==> src/rtl/cmhd_pkg.sv <==
// Shared types, constants and fixed-point helpers for the complex mixer
// and halfband decimator. No dependencies.
`timescale 1ns / 1ps

package cmhd_pkg;

  // Oscillator renormalization interval in input samples.
  localparam int unsigned BLOCK_SIZE_DEF = 1024;

  // Halfband filter length and queue depth between front and back.
  localparam int unsigned TAP_COUNT = 11;
  localparam int unsigned QDEPTH    = 2;
  localparam int unsigned QPTR_W    = $clog2(QDEPTH);
  localparam int unsigned QCNT_W    = $clog2(QDEPTH + 1);

  localparam int unsigned SAMPLE_W = 16;
  localparam int unsigned OSC_W    = 18;
  localparam int unsigned CFG_IDX_W = 4;

  localparam logic signed [OSC_W-1:0] Q17_MAX = 18'sh1FFFF;
  localparam logic signed [OSC_W-1:0] Q17_MIN = 18'sh20000;
  localparam logic signed [SAMPLE_W-1:0] Q15_MAX = 16'sh7FFF;
  localparam logic signed [SAMPLE_W-1:0] Q15_MIN = 16'sh8000;

  // Halfband taps in Q1.17; the centre tap of one half is a shift by 16.
  localparam logic signed [OSC_W-1:0] COEF_EDGE = 18'sd792;
  localparam logic signed [OSC_W-1:0] COEF_NEAR = -18'sd6471;
  localparam logic signed [OSC_W-1:0] COEF_SIDE = 18'sd38447;
  localparam int unsigned COEF_MID_SHIFT = 16;

  typedef enum logic [CFG_IDX_W-1:0] {
    CFG_STEP_COS = 4'd0,
    CFG_STEP_SIN = 4'd1
  } cfg_idx_e;

  typedef struct packed {
    logic                 valid;
    logic [CFG_IDX_W-1:0] index;
    logic [OSC_W-1:0]     data;
  } cfg_wr_t;

  // One classified input sample as it waits in the queue.
  typedef struct packed {
    logic signed [SAMPLE_W-1:0] in_i;
    logic signed [SAMPLE_W-1:0] in_q;
    logic                       renorm;
    logic                       emit;
  } item_t;

  typedef enum logic [3:0] {
    ST_IDLE,
    ST_RN_SQ,
    ST_RN_GAIN,
    ST_RN_MUL,
    ST_RN_APPLY,
    ST_MUL,
    ST_ACC,
    ST_FIR_MUL,
    ST_FIR_SUM
  } state_e;

  function automatic logic signed [OSC_W-1:0] sat18(input logic signed [39:0] v);
    if (v > 40'(Q17_MAX)) begin
      return Q17_MAX;
    end else if (v < 40'(Q17_MIN)) begin
      return Q17_MIN;
    end else begin
      return signed'(v[OSC_W-1:0]);
    end
  endfunction

  function automatic logic signed [SAMPLE_W-1:0] sat16(input logic signed [39:0] v);
    if (v > 40'(Q15_MAX)) begin
      return Q15_MAX;
    end else if (v < 40'(Q15_MIN)) begin
      return Q15_MIN;
    end else begin
      return signed'(v[SAMPLE_W-1:0]);
    end
  endfunction

endpackage

==> src/rtl/cmhd_queue.sv <==
// Two-entry queue of classified samples between the front and the back.
// Depends on cmhd_pkg.
`timescale 1ns / 1ps

module cmhd_queue (
  input  logic            clk_i,
  input  logic            rst_ni,
  input  logic            wr_valid_i,
  output logic            wr_ready_o,
  input  cmhd_pkg::item_t wr_item_i,
  output logic            rd_valid_o,
  input  logic            rd_pop_i,
  output cmhd_pkg::item_t rd_item_o
);

  cmhd_pkg::item_t                 mem_q [cmhd_pkg::QDEPTH];
  logic [cmhd_pkg::QPTR_W-1:0]     wr_ptr_q, rd_ptr_q;
  logic [cmhd_pkg::QCNT_W-1:0]     cnt_q;
  logic                            push, pop;

  assign wr_ready_o = (cnt_q != cmhd_pkg::QCNT_W'(cmhd_pkg::QDEPTH));
  assign rd_valid_o = (cnt_q != '0);
  assign rd_item_o  = mem_q[rd_ptr_q];
  assign push       = wr_valid_i && wr_ready_o;
  assign pop        = rd_pop_i && rd_valid_o;

  always_ff @(posedge clk_i) begin
    if (push) begin
      mem_q[wr_ptr_q] <= wr_item_i;
    end
  end

  always_ff @(posedge clk_i or negedge rst_ni) begin
    if (!rst_ni) begin
      wr_ptr_q <= '0;
      rd_ptr_q <= '0;
      cnt_q    <= '0;
    end else begin
      if (push) begin
        wr_ptr_q <= wr_ptr_q + cmhd_pkg::QPTR_W'(1);
      end
      if (pop) begin
        rd_ptr_q <= rd_ptr_q + cmhd_pkg::QPTR_W'(1);
      end
      case ({push, pop})
        2'b10:   cnt_q <= cnt_q + cmhd_pkg::QCNT_W'(1);
        2'b01:   cnt_q <= cnt_q - cmhd_pkg::QCNT_W'(1);
        default: cnt_q <= cnt_q;
      endcase
    end
  end

endmodule

==> config.mk <==
export PLATFORM = sky130hd
export DESIGN_NAME = cmhd_queue
export DESIGN_NICKNAME = d
export VERILOG_FILES = /design/src/rtl/cmhd_pkg.sv /design/src/rtl/cmhd_queue.sv
export SDC_FILE = /design/constraint.sdc
export NUM_CORES = 1
export LEC_CHECK = 0
export ABC_AREA = 1
export BUFFER_PORTS_ARGS = -buffer_cell sky130_fd_sc_hd__buf_2
export CAP_MARGIN = 10
export CORE_ASPECT_RATIO = 0.8
export CORE_MARGIN = 5
export CORE_UTILIZATION = 40
export CTS_CLUSTER_DIAMETER = 40
export DETAILED_ROUTE_END_ITERATION = 10
export GPL_TIMING_DRIVEN = 0
export PLACE_DENSITY = 0.64
export SYNTH_ARGS = -nofsm -noshare
export SYNTH_HDL_FRONTEND = slang
export SYNTH_SLANG_ARGS = --single-unit
==> constraint.sdc <==
create_clock -name clk_i -period 3.3 [get_ports clk_i]
set_clock_uncertainty 0.2 [all_clocks]
set_input_delay 0.33 -clock clk_i [delete_from_list [all_inputs] [get_ports clk_i]]
set_output_delay 0.33 -clock clk_i [all_outputs]
set_load 0.05 [all_outputs]
== Word-level counts from Yosys, hierarchy flattened ==
Memory sizes are Yosys's and may differ from the RTL's.
Index checks and enable logic that the tools add are counted.
Operators by class
  add/sub/neg operators: 4
  equal/unequal tests: 3
  muxes and demuxes: 3
  reductions and logical operators: 4
Operators with widths (count)
  $pmux 2 s2: 1
  $reduce_bool 2->1: 2
  $add 1x1->1 const B: 2
  $add 2x1->2 const B: 1
  $eq 2x1->1 const B: 1
  $eq 2x2->1 const B: 1
  $logic_and 1x1->1: 2
  $mux 1: 2
  $ne 2x2->1 const B: 1
  $sub 2x1->2 const B: 1
Storage, ports and cells
  flip-flop bits (word level): 4
  memory bits (writable): 68
  input bits: 38
  output and inout port bits: 36
  logic and storage cells: 18
  memories: 1
Memory list
  mem_q: depth 2, width 34, rd ports 1, clocked after memory_dff 0, wr ports 1, RTL line cmhd_queue.sv:16  | cmhd_pkg::item_t mem_q [cmhd_pkg::QDEPTH];

== Logic depth before layout (Yosys ltp) ==
  depth after elaboration: 4
  depth in mapped cells: 10
  depth with buffers taken out: 10

== Worst setup path before layout ==
Ideal clock, no wire load.
  path kind: register to register
  from: reg cnt_q[0] in the netlist's numbering
  to: mem mem_q[0][0] in the netlist's numbering (enable)
  library setup time: 425 ps
  data arrival time: 2136 ps
  required time: 2675 ps
  slack: 539 ps
  cell stages (with the launch flop): 5
  path buffers: 0
  period minus slack after synthesis: 2761 ps
  cell sequence: dfrtp_1 inv_2 nand2_4 nand2_4 nor2_1
On the way
  cells in the longest elaborated chain, start to end: 4
RTL lines
  start: declaration: RTL line cmhd_queue.sv:18  | logic [cmhd_pkg::QCNT_W-1:0] cnt_q;
  start signal: assignment: RTL line cmhd_queue.sv:46  | 2'b10: cnt_q <= cnt_q + cmhd_pkg::QCNT_W'(1);
  start signal: assignment: RTL line cmhd_queue.sv:47  | 2'b01: cnt_q <= cnt_q - cmhd_pkg::QCNT_W'(1);
  start signal: assignment: RTL line cmhd_queue.sv:48  | default: cnt_q <= cnt_q;
  $ne 2x2->1: RTL line cmhd_queue.sv:21  | assign wr_ready_o = (cnt_q != cmhd_pkg::QCNT_W'(cmhd_pkg::QDEPTH));
  via wr_ready_o: RTL line cmhd_queue.sv:9  | output logic wr_ready_o,
  $logic_and 1x1->1: RTL line cmhd_queue.sv:24  | assign push = wr_valid_i && wr_ready_o;
  $mux 1: RTL line cmhd_queue.sv:28  | if (push) begin
  $mux 1 (implied by the code): RTL line cmhd_queue.sv:29  | mem_q[wr_ptr_q] <= wr_item_i;
  end: declaration: RTL line cmhd_queue.sv:16
The timed path passes the listed nets, and every way through them passes these cells.

==> impl_metrics.ini <==
[status]
status = completed

[setup_path]
start_kind = flip-flop
cp.required_ns = 2.77
critPathArrivalTime_ns = 1.50
critical_path_class = reg2out
cp-end-kind = output port
cp_max_fo = 10

[global_route]
grt_first_pass_wirelength_mm = 8.659
grt_usage = 0.1322
grt_pass1_vias = 1903
grt_start_max_net_pins = 36
globalRoute.totalOverflow = 0
antenna_found_initial = 0

[synthesis]
yosys.area.top_type_share = 0.7345
syn_nets = 246
synth_seq_cells = 72
synth_compound_area_frac = 0.001800
syn_avg_cell_area_um2 = 13.43
synthXorXnorAreaFrac = 0.003150
muxShareOfSynthArea = 0
yosysWarningCount = 0
synth.area.top_cells = edfxtp_1 (73%), nand2_1 (13%), dfrtp_1 (3.6%)
synthesis.area_um2 = 2780
yosys.area.top_type = edfxtp_1
synth_fa_ha_area_frac = 0.004500
yosys.area_share.simple = 0.1791
synth_top_family_by_area = simple AND/OR/NAND/NOR gates
ys_types = 18
seq_area_frac_synth = 0.7705
syn_inst = 207

[layout]
area_growth_pct = 37.62
fin_nets = 366
fin_cells = 419
drive_gt1_frac = 0.3373
final_common_cell = nand2_1
layout_common_cells = nand2_1 (99), buf_2 (73), edfxtp_1 (68)
antenna_cells = 0

[drt]
wl_per_cell_um = 13.05
drt-vias-per-instance = 4.370
first_pass_iters = 4
drc = 0
drt_iter0_drc = 48
detail-route-antenna-nets = 0
dr_total_vias = 1831
routed_wl_mm = 5.466

[cts]
cts_resized = 0
clk_latency_ns = 0.33
cts_buffers = 9
htreeDepth = 3
root_buffer = clkbuf_8
cts_tree = built
clock_path_buffers = 2
clock_sinks = 72
clkSlewWorstSetupHoldPaths_ns = 0.07

[die]
dieArea_um2 = 8728
coreArea_um2 = 6824
num_rows = 27
start_util = 0.4074
die_x_um = 103.2
io_pins = 74
die_height_um = 84.57

[place]
dpl.cell_count = 368
gp_congestion = 0.6935
dpl.hpwl_mm = 3.438
place_ws_ns = 1.286
numPortBuffers = 73

[hold_path]
min_path_type = in2reg

[timing]
slew_violations = 0
setup_ws_ns = 1.273
rsz0062_at_grt = no
finalSetupViolCount = 0
slew_headroom = 0.3067
fin_hold_ws_ns = 0.05177
timing.final.crit_share = 0.6142
tightest_slew_ns = 1.037
hold_violations = 0
fmax_mhz = 493.4
fin_crit_ns = 2.027

[power_and_ir_drop]
power_density_nw_per_um2 = 994.8
p_leak_nw = 1.662
peakVddDrop_v = 0.0005722

[job]
maxCapViolations = 0
## path summary, 6_finish.rpt
check                         start           end  slack (ns)  cells past startpoint
setup / recovery           rd_ptr_q  rd_item_o[2]        1.27                      6
hold / removal             rd_pop_i      rd_ptr_q        0.05                      3
setup reg to reg           cnt_q[0]  mem_q[1][28]        1.31                      4
hold reg to reg            cnt_q[0]      cnt_q[0]        0.32                      1
max in group asynchronous    rst_ni      cnt_q[1]        2.64                      2
min in group asynchronous    rst_ni      wr_ptr_q        0.13                      2
## report_power, final
group	switching [mW]	internal (mW)	leakage [nW]
clock network	0.300	0.341	0.0901
logic	1.39	0.454	0.892
registers	0.0661	1.25	0.680
## synth_stat cells
library cell  instances
a21oi_1               1
buf_12                1
buf_4                 2
buf_6                 4
dfrtp_1               4
edfxtp_1             68
ha_1                  1
inv_1                 5
inv_2                 1
inv_8                 1
nand2_1              99
nand2_2              11
nand2_4               2
nand3_1               2
nand4_1               1
nor2_1                2
nor2_4                1
xnor2_1               1
## area by class of cell
type	instances	area [µm²]
fillers	561	2998
flip-flops and latches	72	2142
repair buffers	109	743.2
multi-input cells	121	531.8
clock buffers	9	123.9
well taps	87	108.9
plain buffers	7	80.08
clock inverters	7	62.56
inverters	7	33.78
## repair_timing
item | 4_1_cts | 5_1_grt
hold buffers | 35 | 0
hold endpoints to repair | 72 | 0
setup buffers | 0 | 0
endpoints found under the setup margin | 0 | 0
## cells by family (layout without fill, tap and decap cells)
group,Yosys count,count (layout)
and+or+nand+nor,118,118
DFF,72,72
buffers and inverters,14,139
adders and majority gates,1,1
AOI/OAI and AO/OA,1,1
xor gates and xnor gates,1,1
## critical path, stage by stage (launching register included)
cell     delay (ns)
dfrtp_1        0.38
buf_6          0.15
inv_8          0.08
buf_6          0.15
nand2_1        0.06
nand2_1        0.08
buf_2          0.27
## routing by layer
metal	wire length (µm)	GRT usage	share of wire	vias to the layer above
met2	2769	0.2207	0.51	54
met4	46	0.03176	0.0084	0
li1	-	-	-	935
met1	2268	0.1558	0.41	837
met3	382	0.05897	0.070	5
met5	0	0	0	-
## state kept, by name (all words and copies together), names as in the netlist
name / cells
rd_ptr_q: 1
wr_ptr_q: 1
cnt_q: 2
mem_q: 68
## stage by stage
stage,instance area (µm²),total power [mW],TNS (ns),utilization
after CTS,3826,3.859,0,0.5607
final,3826,3.806,0,0.5607
after floorplan,2780,2.727,0,-
after global placement,3254,3.134,-7.256,0.4769
after detailed placement,3289,3.181,0,0.4820
after global routing,3826,4.024,0,0.5607
(Power assumes the default switching activity.)
