===== src/rtl/cmhd_pkg.sv =====
// Shared types, constants and fixed-point helpers for the complex mixer
// and halfband decimator. No dependencies.
`timescale 1ns / 1ps

package cmhd_pkg;

  // Oscillator renormalization interval in input samples.
  localparam int unsigned BLOCK_SIZE_DEF = 1024;

  // Halfband filter length and queue depth between front and back.
  localparam int unsigned TAP_COUNT = 11;
  localparam int unsigned QDEPTH    = 2;
  localparam int unsigned QPTR_W    = $clog2(QDEPTH);
  localparam int unsigned QCNT_W    = $clog2(QDEPTH + 1);

  localparam int unsigned SAMPLE_W = 16;
  localparam int unsigned OSC_W    = 18;
  localparam int unsigned CFG_IDX_W = 4;

  localparam logic signed [OSC_W-1:0] Q17_MAX = 18'sh1FFFF;
  localparam logic signed [OSC_W-1:0] Q17_MIN = 18'sh20000;
  localparam logic signed [SAMPLE_W-1:0] Q15_MAX = 16'sh7FFF;
  localparam logic signed [SAMPLE_W-1:0] Q15_MIN = 16'sh8000;

  // Halfband taps in Q1.17; the centre tap of one half is a shift by 16.
  localparam logic signed [OSC_W-1:0] COEF_EDGE = 18'sd792;
  localparam logic signed [OSC_W-1:0] COEF_NEAR = -18'sd6471;
  localparam logic signed [OSC_W-1:0] COEF_SIDE = 18'sd38447;
  localparam int unsigned COEF_MID_SHIFT = 16;

  typedef enum logic [CFG_IDX_W-1:0] {
    CFG_STEP_COS = 4'd0,
    CFG_STEP_SIN = 4'd1
  } cfg_idx_e;

  typedef struct packed {
    logic                 valid;
    logic [CFG_IDX_W-1:0] index;
    logic [OSC_W-1:0]     data;
  } cfg_wr_t;

  // One classified input sample as it waits in the queue.
  typedef struct packed {
    logic signed [SAMPLE_W-1:0] in_i;
    logic signed [SAMPLE_W-1:0] in_q;
    logic                       renorm;
    logic                       emit;
  } item_t;

  typedef enum logic [3:0] {
    ST_IDLE,
    ST_RN_SQ,
    ST_RN_GAIN,
    ST_RN_MUL,
    ST_RN_APPLY,
    ST_MUL,
    ST_ACC,
    ST_FIR_MUL,
    ST_FIR_SUM
  } state_e;

  function automatic logic signed [OSC_W-1:0] sat18(input logic signed [39:0] v);
    if (v > 40'(Q17_MAX)) begin
      return Q17_MAX;
    end else if (v < 40'(Q17_MIN)) begin
      return Q17_MIN;
    end else begin
      return signed'(v[OSC_W-1:0]);
    end
  endfunction

  function automatic logic signed [SAMPLE_W-1:0] sat16(input logic signed [39:0] v);
    if (v > 40'(Q15_MAX)) begin
      return Q15_MAX;
    end else if (v < 40'(Q15_MIN)) begin
      return Q15_MIN;
    end else begin
      return signed'(v[SAMPLE_W-1:0]);
    end
  endfunction

endpackage


===== src/rtl/cmhd_front.sv =====
// Input side: accepts samples and tags each with its renormalize and emit flags.
// Depends on cmhd_pkg.
`timescale 1ns / 1ps

module cmhd_front #(
  parameter int unsigned BLOCK_SIZE = cmhd_pkg::BLOCK_SIZE_DEF
) (
  input  logic                clk_i,
  input  logic                rst_ni,
  input  logic                s_axis_tvalid,
  output logic                s_axis_tready,
  input  logic [31:0]         s_axis_tdata,   // in_i [15:0], in_q [31:16]
  output logic                push_o,
  input  logic                push_ready_i,
  output cmhd_pkg::item_t     item_o
);

  localparam int unsigned CNT_W = $clog2(BLOCK_SIZE);

  logic [CNT_W-1:0] cnt_q, cnt_d;
  logic             phase_q, phase_d;
  logic             xfer;

  assign s_axis_tready = push_ready_i;
  assign push_o        = s_axis_tvalid;
  assign xfer          = s_axis_tvalid && push_ready_i;

  always_comb begin
    item_o.in_i   = signed'(s_axis_tdata[15:0]);
    item_o.in_q   = signed'(s_axis_tdata[31:16]);
    // A new renormalization block starts whenever the counter is zero, after reset or a wrap.
    item_o.renorm = (cnt_q == '0);
    item_o.emit   = phase_q;
  end

  always_comb begin
    cnt_d   = cnt_q;
    phase_d = phase_q;
    if (xfer) begin
      phase_d = !phase_q;
      cnt_d   = (cnt_q == CNT_W'(BLOCK_SIZE - 1)) ? '0 : cnt_q + CNT_W'(1);
    end
  end

  always_ff @(posedge clk_i or negedge rst_ni) begin
    if (!rst_ni) begin
      cnt_q   <= '0;
      phase_q <= 1'b0;
    end else begin
      cnt_q   <= cnt_d;
      phase_q <= phase_d;
    end
  end

endmodule


===== config.mk =====
export PLATFORM = sky130hd
export DESIGN_NAME = cmhd_front
export DESIGN_NICKNAME = d
export VERILOG_FILES = /design/src/rtl/cmhd_pkg.sv /design/src/rtl/cmhd_front.sv
export SDC_FILE = /design/constraint.sdc
export NUM_CORES = 1
export LEC_CHECK = 0
export BUFFER_PORTS_ARGS = -buffer_cell sky130_fd_sc_hd__buf_2
export CELL_PAD_IN_SITES_DETAIL_PLACEMENT = 1
export CELL_PAD_IN_SITES_GLOBAL_PLACEMENT = 1
export CORE_MARGIN = 2
export CORE_UTILIZATION = 25
export CTS_CLUSTER_SIZE = 24
export DETAILED_ROUTE_END_ITERATION = 8
export PLACE_DENSITY_LB_ADDON = 0.1
export SKIP_CTS_REPAIR_TIMING = 1
export SYNTH_ARGS = -nofsm -noshare
export SYNTH_HDL_FRONTEND = slang
export SYNTH_SLANG_ARGS = --single-unit

===== constraint.sdc =====
create_clock -name clk_i -period 1.8 [get_ports clk_i]
set_clock_uncertainty 0.05 [all_clocks]
set_input_delay 0.27 -clock clk_i [delete_from_list [all_inputs] [get_ports clk_i]]
set_output_delay 0.27 -clock clk_i [all_outputs]
set_load 0.02 [all_outputs]

Yosys cells after proc, flatten, opt, wreduce, memory -nomap -nowiden. Cells that the tools add are included.

$add $sub $neg: 1. Equal/unequal tests: 1. Muxes and demuxes: 1. Reduce and logical (&&, ||, !) cells: 3.

Operators by type and width (number): adder 10 x 1 -> 10 bit, second input constant (1); == test 10 bit, second input constant (1); zero test 10 bit (1); 2-to-1 mux 10 bit (1); logical AND 1 bit (1); zero test 1 bit (1).

Bits in registers: 11. Bits of input ports: 36. Output and inout bits: 36. Logic and storage cells: 8.

Logic depth before layout (Yosys ltp).
Word-level depth: 2. Gate-level depth with buffers: 4.

Worst setup path before layout. Ideal clock, no wire load.

Kind: register to output. Start: reg cnt_q[2]. End: out item_o[1] (netlist name). Arrival: 1441 ps. Data required time: 1480 ps. Slack: 39 ps. Stages on the path, launching flop included: 4. Path buffers: 0. Path through: dfrtp_1 -> nor4_1 -> nand3b_1 -> nor4_1.

RTL lines: start, declared (RTL line cmhd_front.sv:20) `logic [CNT_W-1:0] cnt_q, cnt_d;`; start signal, assigned (RTL line cmhd_front.sv:50) `cnt_q <= cnt_d;`; end, declared (RTL line cmhd_front.sv:15) `output cmhd_pkg::item_t item_o`.

==> impl_metrics.env <==
export IMPL_finish_instance_area_um2=783.3
export IMPL_grt_max_degree=12
export IMPL_portBuffers=7
export IMPL_netlist_area_leader_share=0.3216
export IMPL_timing_reg2reg_setup_slack_ns=0.37
export IMPL_hp_class="in2reg"
export IMPL_final_hold_vio_count=0
export IMPL_fp_row_count=21
export IMPL_core_region_area_um2=3311
export IMPL_timing_setup_tns_ns=0
export IMPL_clkLatencyLatePin_ns=0.27
export IMPL_outcome="complete, no violations"
export IMPL_power_sequential_fraction=0.473
export IMPL_ys_ff_latch=11
export IMPL_cell_internal_pwr_mw=0.4962
export IMPL_worstPathMaxFanout=3
export IMPL_total_die_area_um2=3908
export IMPL_detail_route_wirelength_um=1830
export IMPL_postPlaceCellArea_um2=700.7
export IMPL_antenna_diode_count=0
export IMPL_timing_final_max_slew_violations=0
export IMPL_worst_ep_arrival_time_ns=1.37
export IMPL_timing_setup_critical_path_class="reg2out"
export IMPL_post_route_worst_setup_slack_ns=0.1101
export IMPL_number_of_buffers_added_by_the_clock_tree_synthesis_step=3
export IMPL_timing_max_slew_rel_slack=0.8094
export IMPL_max_freq_mhz=591.8
export IMPL_dieWidth_um=62.51
export IMPL_vdd_ir_drop_max_uv=359.2
export IMPL_power_density_nw_per_um2=996.1
export IMPL_die_height_um=62.51
export IMPL_num_vias=546
export IMPL_io_pin_count=72
export IMPL_postSynthCellCount=94
export IMPL_ys_top_cells_by_area="sky130_fd_sc_hd__dfrtp_1 (32%), sky130_fd_sc_hd__buf_4 (31%), sky130_fd_sc_hd__xnor2_1 (3.1%), sky130_fd_sc_hd__ha_1 (2.9%), sky130_fd_sc_hd__nand2_1 (2.6%)"
export IMPL_synth_edf_count=0
export IMPL_finish_cell_count_without_fillers=123
export IMPL_switching_power_summed_over_all_nets_mw=0.2840
export IMPL_post_place_cells=114
export IMPL_dp_final_hpwl_um=1332
export IMPL_max_slew_worst_pin_slew_ns=0.2859
export IMPL_synth_warnings=0
export IMPL_power_share_switching=0.3640
export IMPL_antenna_found_initial=0
export IMPL_global_route_usage_total=0.09776
export IMPL_logic_gate_share_of_total_power=0.294
export IMPL_drt_vias_per_instance=4.439
export IMPL_syn_cell_area_um2=855.8
export IMPL_area_growth_synth_to_final_pct=-8.480
export IMPL_globalplace_congestion=0.6689
export IMPL_synth_area_leader_cell="sky130_fd_sc_hd__dfrtp_1"
export IMPL_worst_hold_slack_ns=0.2880
export IMPL_finish_utilization=0.2366
export IMPL_cp_start_kind="register"
export IMPL_clk_root_buffer_cell="sky130_fd_sc_hd__clkbuf_4"
export IMPL_number_of_global_route_vias_before_repair=548
export IMPL_gr_total_overflow=0
export IMPL_min_period_ns=1.690
export IMPL_final_nets=116
export IMPL_ratio_of_cells_with_drive_above_1_in_the_final_layout=0.3117
export IMPL_max_clock_path_buffers=2
export IMPL_detailedRoute_firstIterationViolations=13
export IMPL_initial_core_util=0.2585
export IMPL_ys_seq_area_frac=0.3216
export IMPL_most_frequently_used_cell_type_in_the_post_synthesis_netlist="sky130_fd_sc_hd__buf_4"
export IMPL_ant_nets=0
export IMPL_most_numerous_cell_types_in_the_synthesized_netlist="sky130_fd_sc_hd__buf_4 (35), sky130_fd_sc_hd__dfrtp_1 (11), sky130_fd_sc_hd__nand2_1 (6)"
export IMPL_worst_setup_hold_path_clk_slew_ns=0.08
export IMPL_ctsHtreeMaxLevel=1
export IMPL_totalPowerFinal_mw=0.7802
export IMPL_wire_per_inst_um=14.88
export IMPL_grt_pass1_wl_um=2939
export IMPL_max_cap_viol_count=0
export IMPL_crit_path_end_kind="output pin"
export IMPL_synth_top_flop_cell="sky130_fd_sc_hd__dfrtp_1"
export IMPL_worst_ep_required_time_ns=1.48
export IMPL_clockPowerShare=0.232
export IMPL_netlist_cell_type_count=25
export IMPL_numClockSinks=11
export IMPL_asyncSetResetFlopFracSynth=1.000
export IMPL_route_detailed_drc=0
export IMPL_cts_tree="done"
export IMPL_post_place_ws_ns=0.3105
export IMPL_leakage_nw=0.3557
export IMPL_avgSynthCellArea_um2=9.104
export IMPL_setup_viol=0
export IMPL_post_route_period_util=0.9388
export IMPL_postSynthNetCount=132
export IMPL_drtPass1Iterations=2
-- power by group through the flow --
stage	Sequential, mW	Combinational (mW)	Clock, mW
2_1_floorplan	0.372	0.242	0
3_3_place_gp	0.376	0.211	0
3_5_place_dp	0.376	0.210	0
4_1_cts	0.371	0.211	0.196
5_1_grt	0.383	0.262	0.202
6_report	0.369	0.229	0.181
-- registers in the layout, summed over array words and instances, names as in the netlist --
register	flops
cnt_q	10
phase_q	1
-- cell usage in the layout (no fill, tap or decap), drive strengths merged --
| cell type | netlist | final |
|---|---|---|
| clkbuf | 0 | 4 |
| dfrtp | 11 | 11 |
| xnor2 | 3 | 3 |
| o221ai | 1 | 1 |
| a21o | 1 | 1 |
| or4 | 1 | 1 |
| nand2 | 6 | 6 |
| nand4 | 3 | 3 |
| and3 | 2 | 2 |
| ha | 2 | 2 |
| nand3b | 1 | 1 |
| nor2 | 2 | 2 |
| a21oi | 2 | 2 |
| xor2 | 2 | 2 |
| a31oi | 1 | 1 |
| a211o | 1 | 1 |
| buf | 35 | 13 |
| dlygate4sd3 | 0 | 1 |
| inv | 4 | 4 |
| and4 | 1 | 1 |
| nand3 | 5 | 5 |
| nor4 | 3 | 3 |
| nor3 | 4 | 4 |
| o21ai | 3 | 3 |
-- area by class of cell --
type / instances / area (um2)
inverters: 4 / 15.01
multi-input cells: 44 / 315.3
well taps: 46 / 57.56
repair buffers: 14 / 92.59
clock buffers: 4 / 26.28
fillers: 408 / 2527
flip-flops and latches: 11 / 276.5
-- logic make-up after synthesis --
group                    synth area share
AO/OA/AOI/OAI                     0.06726
XOR/XNOR                          0.05118
adder cells (fa/ha/maj)           0.02924
buffers and inverters              0.3246
flip-flops                         0.3216
AND/OR/NAND/NOR                    0.2062
-- layer usage --
layer | share of wire | up-vias | global-route usage
met3 | 0.074 | 6 | 0.04685
met4 | 0.021 | 0 | 0.04722
met1 | 0.47 | 254 | 0.1236
met2 | 0.43 | 31 | 0.1384
met5 | 0 | - | 0
li1 | - | 255 | -
-- worst max-delay path: stages (launching register included) --
cell and delay (ns):
sky130_fd_sc_hd__dfrtp_1 0.42, sky130_fd_sc_hd__nor4_2 0.25, sky130_fd_sc_hd__nand3b_1 0.11, sky130_fd_sc_hd__nor4_2 0.13, sky130_fd_sc_hd__buf_4 0.18
-- worst paths after layout --
| check | to | cells after the start | start |
|---|---|---|---|
| setup / recovery | item_o[1] | 4 | cnt_q[8] |
| hold / removal | cnt_q[1] | 3 | push_ready_i |
| setup reg to reg | cnt_q[9] | 5 | cnt_q[0] |
| hold reg to reg | phase_q | 1 | phase_q |
| max in group asynchronous | cnt_q[0] | 2 | rst_ni |
| min in group asynchronous | cnt_q[4] | 2 | rst_ni |
Power figures use the tool's default switching activity.
